===== src/rtl/core/phist_pkg.sv =====
// ----------------------------------------------------------------------------
// phist_pkg
// Shared types and constants for the pixel histogram.
// ----------------------------------------------------------------------------
package phist_pkg;

  localparam int BIN_W = 17;
  localparam int CFG_W = 9;
  localparam int CMD_W = 2;
  localparam int VAL_W = 8;

  localparam logic [BIN_W-1:0] BIN_MAX = 17'h1FFFF;
  localparam logic [CFG_W-1:0] BIN_COUNT_RESET = 9'd256;

  typedef logic [CMD_W-1:0] cmd_t;
  typedef logic [BIN_W-1:0] bin_t;

  localparam cmd_t CMD_COUNT = 2'd0;
  localparam cmd_t CMD_READ  = 2'd1;
  localparam cmd_t CMD_CLEAR = 2'd2;

endpackage


===== src/rtl/core/phist_ram.sv =====
// ----------------------------------------------------------------------------
// phist_ram
// Simple dual-port RAM: one write port, one read port, registered read data.
// ----------------------------------------------------------------------------
module phist_ram #(
  parameter int WIDTH = 17,
  parameter int DEPTH = 256,
  parameter int AW    = (DEPTH > 1) ? $clog2(DEPTH) : 1
) (
  input  logic             clk,
  input  logic             we,
  input  logic [AW-1:0]    waddr,
  input  logic [WIDTH-1:0] wdata,
  input  logic             re,
  input  logic [AW-1:0]    raddr,
  output logic [WIDTH-1:0] rdata
);

  logic [WIDTH-1:0] mem [DEPTH];

  always_ff @(posedge clk) begin
    if (we) begin
      mem[waddr] <= wdata;
    end
    if (re) begin
      rdata <= mem[raddr];
    end
  end

endmodule


===== src/rtl/core/pixel_histogram.sv =====
// ----------------------------------------------------------------------------
// pixel_histogram
// Saturating histogram of 8-bit pixel values, bins held in one RAM.
//
//   channel  direction  signals                         notes
//   in       sink       in_valid in_ready cmd value     count / read / clear
//   out      source     out_valid out_ready bin_total   one beat per read
//                       out_of_range
//   cfg      sink       cfg_we cfg_wdata                bin_count, no wait
//
// One item per cycle unless stalled: a beat reads its bin when accepted and
// updates it in the next cycle; a back-to-back hit on the same bin is forwarded.
// A read beat moves from stage 1 to the output register, waiting while stalled.
// Clear empties a per-bin valid flop array, not the RAM.
// Reset clears the valid flops at once, so no clearing pass is needed.
// in_ready drops only while a read waits behind an output beat not taken.
// ----------------------------------------------------------------------------
module pixel_histogram #(
  parameter int IMAGE_SIDE = 256,
  parameter int MAX_BINS   = 256
) (
  input  logic                     clk,
  input  logic                     rst,
  input  logic                     in_valid,
  output logic                     in_ready,
  input  phist_pkg::cmd_t          cmd,
  input  logic [7:0]               value,
  output logic                     out_valid,
  input  logic                     out_ready,
  output logic [16:0]              bin_total,
  output logic                     out_of_range,
  input  logic                     cfg_we,
  input  logic [8:0]               cfg_wdata
);
  import phist_pkg::*;

  localparam int AW        = (MAX_BINS > 1) ? $clog2(MAX_BINS) : 1;
  localparam int SIDE_SQ   = IMAGE_SIDE * IMAGE_SIDE;
  localparam bin_t CAP     = (SIDE_SQ > int'(BIN_MAX)) ? BIN_MAX : BIN_W'(SIDE_SQ);
  localparam logic [CFG_W-1:0] LIMIT_MAX = CFG_W'(MAX_BINS);

  logic [CFG_W-1:0] bin_count;
  logic [CFG_W-1:0] limit;
  logic             accept;
  logic             in_range;

  // stage 1 (RAM data available)
  logic             s1_valid;
  cmd_t             s1_cmd;
  logic [AW-1:0]    s1_addr;
  logic             s1_in_range;
  logic             s1_fire;
  logic             stall;

  // last write, for back-to-back forwarding
  logic             wb_valid;
  logic [AW-1:0]    wb_addr;
  bin_t             wb_data;

  logic [MAX_BINS-1:0] bin_valid;
  bin_t             rdata;
  bin_t             old_total;
  bin_t             new_total;
  logic             ram_we;

  always_ff @(posedge clk) begin
    if (rst) begin
      bin_count <= BIN_COUNT_RESET;
    end else if (cfg_we) begin
      bin_count <= cfg_wdata;
    end
  end

  assign limit    = (bin_count > LIMIT_MAX) ? LIMIT_MAX : bin_count;
  assign in_range = {1'b0, value} < limit;

  assign stall    = s1_valid && (s1_cmd == CMD_READ) && out_valid && !out_ready;
  assign in_ready = !stall;
  assign accept   = in_valid && in_ready;
  assign s1_fire  = s1_valid && !stall;

  always_ff @(posedge clk) begin
    if (rst) begin
      s1_valid <= 1'b0;
    end else if (!stall) begin
      s1_valid <= in_valid;
    end
  end

  always_ff @(posedge clk) begin
    if (accept) begin
      s1_cmd      <= cmd;
      s1_addr     <= value[AW-1:0];
      s1_in_range <= in_range;
    end
  end

  phist_ram #(
    .WIDTH (BIN_W),
    .DEPTH (MAX_BINS),
    .AW    (AW)
  ) u_bins (
    .clk   (clk),
    .we    (ram_we),
    .waddr (s1_addr),
    .wdata (new_total),
    .re    (accept),
    .raddr (value[AW-1:0]),
    .rdata (rdata)
  );

  // RAM may hold stale data for a bin cleared or written in the prior beat
  always_comb begin
    if (wb_valid && (wb_addr == s1_addr)) begin
      old_total = wb_data;
    end else if (bin_valid[s1_addr]) begin
      old_total = rdata;
    end else begin
      old_total = '0;
    end
  end

  assign new_total = (old_total < CAP) ? old_total + BIN_W'(1) : old_total;
  assign ram_we    = s1_fire && (s1_cmd == CMD_COUNT) && s1_in_range;

  always_ff @(posedge clk) begin
    if (rst) begin
      wb_valid  <= 1'b0;
      bin_valid <= '0;
    end else if (s1_fire) begin
      wb_valid <= ram_we;
      if (s1_cmd == CMD_CLEAR) begin
        bin_valid <= '0;
      end else if (ram_we) begin
        bin_valid[s1_addr] <= 1'b1;
      end
    end else if (!stall) begin
      wb_valid <= 1'b0;
    end
  end

  always_ff @(posedge clk) begin
    if (ram_we) begin
      wb_addr <= s1_addr;
      wb_data <= new_total;
    end
  end

  always_ff @(posedge clk) begin
    if (rst) begin
      out_valid <= 1'b0;
    end else if (s1_fire && (s1_cmd == CMD_READ)) begin
      out_valid <= 1'b1;
    end else if (out_ready) begin
      out_valid <= 1'b0;
    end
  end

  always_ff @(posedge clk) begin
    if (s1_fire && (s1_cmd == CMD_READ)) begin
      bin_total    <= s1_in_range ? old_total : '0;
      out_of_range <= !s1_in_range;
    end
  end

  a_stall_cause: assert property (@(posedge clk) disable iff (rst)
    !in_ready |-> (out_valid && !out_ready && s1_valid && s1_cmd == CMD_READ))
    else $error("input stalled without a blocked read beat");

  a_write_only_count: assert property (@(posedge clk) disable iff (rst)
    ram_we |-> (s1_valid && s1_cmd == CMD_COUNT && s1_in_range))
    else $error("bin write from a beat that is not an in-range count");

  a_clear_empties: assert property (@(posedge clk) disable iff (rst)
    (s1_fire && s1_cmd == CMD_CLEAR) |=> (bin_valid == '0))
    else $error("clear left a bin marked valid");

  a_result_from_read: assert property (@(posedge clk) disable iff (rst)
    (out_valid && !$past(out_valid)) |-> $past(s1_fire && s1_cmd == CMD_READ))
    else $error("result beat without a read");

  a_total_capped: assert property (@(posedge clk) disable iff (rst)
    ram_we |-> (new_total <= CAP))
    else $error("bin total above its cap");

endmodule

===== config.mk =====
export PLATFORM = sky130hd
export DESIGN_NAME = pixel_histogram
export DESIGN_NICKNAME = d
export VERILOG_FILES = /design/src/rtl/core/phist_pkg.sv /design/src/rtl/core/phist_ram.sv /design/src/rtl/core/pixel_histogram.sv
export SDC_FILE = /design/constraint.sdc
export NUM_CORES = 2
export LEC_CHECK = 0
export BUFFER_PORTS_ARGS = -buffer_cell sky130_fd_sc_hd__buf_2
export CORE_UTILIZATION = 45
export CTS_BUF_LIST = sky130_fd_sc_hd__clkbuf_8
export CTS_CLUSTER_DIAMETER = 60
export DETAILED_ROUTE_END_ITERATION = 6
export SETUP_SLACK_MARGIN = 0.15
export SLEW_MARGIN = 5
export SYNTH_ARGS = -nofsm -noshare
export SYNTH_HDL_FRONTEND = slang
export SYNTH_MEMORY_MAX_BITS = 65536
export SYNTH_SLANG_ARGS = --single-unit

===== constraint.sdc =====
create_clock -name clk -period 11.2 [get_ports clk]
set_input_delay 1.12 -clock clk [delete_from_list [all_inputs] [get_ports clk]]
set_output_delay 1.12 -clock clk [all_outputs]
set_load 0.03 [all_outputs]

==> results by group <==
Setup path
  • Crit start category: register
  • Worst R2R Path Depth: 16
  • CP Data Arrival Time: 8.16 ns
  • Reg2Reg Launch Point: s1_addr[1]
  • R2R Setup Slk: 3.92 ns
  • Reg2reg end: u_bins.mem[191][8]
  • Critical path class: reg -> reg
  • CP max FO: 98
  • Required @ worst endpoint: 12.08 ns
  • Worst Setup End Kind: register

STA
  • RSZ-0062 raised after global routing: no
  • Period utilisation layout: 0.650
  • Final Hold Fails: 0
  • Setup violators final: 0
  • Max Fclk: 137 MHz
  • Slew HR: 0.0789
  • Worst Clk Skew: 0.0570 ns
  • Period minus WS final: 7.28 ns
  • Slew Viols, Final: 0
  • Final hold slack: 0.143 ns
  • Worst Tran Pin Value: 1.38 ns

Global routing
  • Congestion Overflow GR: 0
  • Vias in the first global route: 88100
  • Initial antenna violation count: 37
  • Largest net degree at the start of global routing: 242
  • First-pass GRT wire length: 659000 microns
  • Total GRT Usage: 0.232

Synth
  • Main combinational cell family by area after synthesis: multiplexers
  • Cell Area, Synth: 0.180 sq mm
  • FF+latch count, synth: 4691
  • Mapped Cells: 7851
  • Simple-gate share of the synthesized area: 0.0170
  • Compound-gate portion of the synthesized area: 0.0115
  • Syn avg cell area: 22.9 sq um
  • Mux contribution to synthesized area: 0.190
  • Largest cells by area after synthesis: edfxtp_1, mux4_2, dfxtp_1, nor2_1, a21oi_1
  • Post-synth EDFFs: 4423
  • Synth unique cells: 64
  • Yosys warns: 0
  • XOR/XNOR share of the synthesized area: 0.00102
  • Sequential area share after synthesis: 0.770
  • Top cell type by total area after synthesis: edfxtp_1
  • Synth top area share: 0.740
  • Post-synth top flop: edfxtp_1
  • Ys async rst share: 0
  • Syn Nets: 7883
  • Post-synthesis adder-cell area fraction: 0.000557

Power and ir drop
  • LEAKAGE: 64.0 nW
  • Overall power after layout: 35.0 mW
  • Logic pwr share: 0.064
  • Switching part of the total: 0.235
  • Max rail drop VDD: 114 uV
  • Sequential fraction of design power: 0.562
  • Pwr/cell area: 174 mW/mm^2
  • Net Sw Power: 8.24 mW
  • Int Pwr: 26.8 mW
  • Clock network power share: 0.374

Floorplanning
  • Starting density of the core: 0.453
  • Core footprint: 0.397 sq mm
  • Die Wd: 634 microns
  • I/O pin count: 44
  • Die area: 0.402 sq mm
  • Die H: 634 microns
  • Row count: 231

Detailed routing
  • DRT iter0 DRCs: 9662
  • Final wirelength: 465000 microns
  • TritonRoute pass-1 iters: 6
  • DRC viols: 0
  • Detailed-route wire length per cell: 32.4 microns
  • Vias per cell: 6.01
  • Vias: 86200
  • Routed Antenna Nets: 0

Place
  • Final HPWL DP: 258000 microns
  • Routability congestion estimate from global placement: 0.816
  • DP Area: 0.189 sq mm
  • Port Buffers: 43
  • Cells after DPL: 13000

CTS
  • Clock Tree Root: clkbuf_8
  • Clock Tree Buf Depth: 4
  • Clock Pin Slew Worst Setup and Hold Paths: 0.06 ns
  • Clock net sink count: 4691
  • H-tree depth: 6
  • Post_cts resized: 0
  • Total CTS buffers: 729
  • Worst skew pair latency: 1.26 ns
  • Clock tree from TritonCTS: built

Job
  • Max Cap Viol: 0

Worst hold path
  • Worst Hold Class: in -> reg
  • Worst hold endpoint: bin_count[2]
  • Hold_sp: cfg_wdata[2]
  • Hold path depth: 3

Cells and area
  • Most frequent cells in the layout: edfxtp_1, mux4_2, clkbuf_8
  • Fin nets: 8555
  • Commonest non-fill, non-tap cell in the layout: edfxtp_1
  • Layout overhead on the synthesized area: 12.4%
  • Design Area, Final: 0.202 sq mm
  • Layout cells sized above 1: 0.325
  • Fin cells: 14400

Outcome
  • Outcome: finished, final reports clean
[sequential cells by signal (all words and copies together) (netlist names)]
register	count
bin_count	9
bin_total	17
bin_valid	256
out_of_range	1
out_valid	1
s1_addr	8
s1_cmd	2
s1_in_range	1
s1_valid	1
u_bins.mem	4352
u_bins.rdata	17
wb_addr	8
wb_data	17
wb_valid	1
[critical path, stage by stage, from the launching register on]
cell      delay [ns]
edfxtp_1        0.33
buf_4           0.70
buf_4           0.97
mux2i_1         0.18
a22o_1          0.27
nor3_1          0.24
a31oi_1         0.10
a31oi_1         0.36
or4_4           0.29
and3_4          0.36
a22o_1          0.34
ha_1            0.25
o211ai_2        0.16
nor2_1          0.31
xnor2_4         0.15
buf_4           0.84
buf_4           0.84
[power groups by stage]
stage          logic (mW)  registers, mW  clock network (mW)
6_report             2.25           19.7                13.1
5_1_grt              2.37           19.7                14.1
4_1_cts              2.28           19.7                13.4
3_5_place_dp         2.27           20.1                   0
3_3_place_gp         2.20           20.1                   0
2_1_floorplan        1.27           20.3                   0
[cell usage after synthesis (6+ instances only)]
library cell / instances
a21o_1: 7
a21oi_1: 284
a22o_1: 12
a22oi_1: 27
and2_1: 13
buf_1: 106
buf_2: 7
clkbuf_1: 336
dfxtp_1: 268
edfxtp_1: 4423
ha_1: 8
inv_1: 6
mux2i_1: 87
mux4_2: 1472
nand2_1: 58
nand2b_1: 18
nand3_1: 22
nand4_1: 8
nor2_1: 564
nor2b_1: 14
nor3_1: 15
xnor2_1: 12
xor2_1: 9
[logic make-up after synthesis]
logic type               after synthesis
adder cells (fa/ha/maj)                8
XOR/XNOR                              21
flip-flops                          4691
AND/OR/NAND/NOR                      734
AO/OA/AOI/OAI                        364
buffers and inverters                470
multiplexers                        1563
[layer usage]
metal  global-route usage  vias up  wire (microns)
li1                     -    34700               -
met3               0.0484      736           39800
met1                0.323    46900          187000
met4               0.0715       14           14600
met5                    0        -              93
met2                0.369     3888          224000
[final cells by class]
cell class	count	area, sq um
fill	31100	195000
inverter	7	26.3
antenna	13	32.5
clock buffer	754	10400
timing repair buffer	404	3340
tap	5242	6560
clock inverter	559	2730
sequential	4691	138000
multi-input combinational	2690	40500
[per-stage QoR]
stage          TNS (ns)  utilization  setup WS, ns
2_1_floorplan   -220.85            -        -0.330
3_3_place_gp          0        0.475          4.19
3_5_place_dp          0        0.475          4.02
4_1_cts               0        0.509          3.96
5_1_grt               0        0.509          3.59
6_report              0        0.509          3.92
[repair_timing]
| action | in CTS | in global routing |
|---|---|---|
| setup endpoints to repair | 0 | 0 |
| hold buffers | 3 | 0 |
| endpoints found under the hold margin | 3 | 0 |
| buffers inserted | 0 | 0 |
[worst max path at each step]
stage	cells past startpoint	end	start	slack [ns]
2_1_floorplan	17	u_bins.mem[0][2]	s1_addr[1]	-0.33
3_3_place_gp	16	u_bins.mem[168][8]	s1_addr[1]	4.19
3_5_place_dp	16	u_bins.mem[188][8]	s1_addr[1]	4.02
4_1_cts	16	u_bins.mem[191][8]	s1_addr[1]	3.96
5_1_grt	16	u_bins.mem[191][8]	s1_addr[1]	3.59
6_report	16	u_bins.mem[191][8]	s1_addr[1]	3.92
Power figures use the tool's default switching activity.
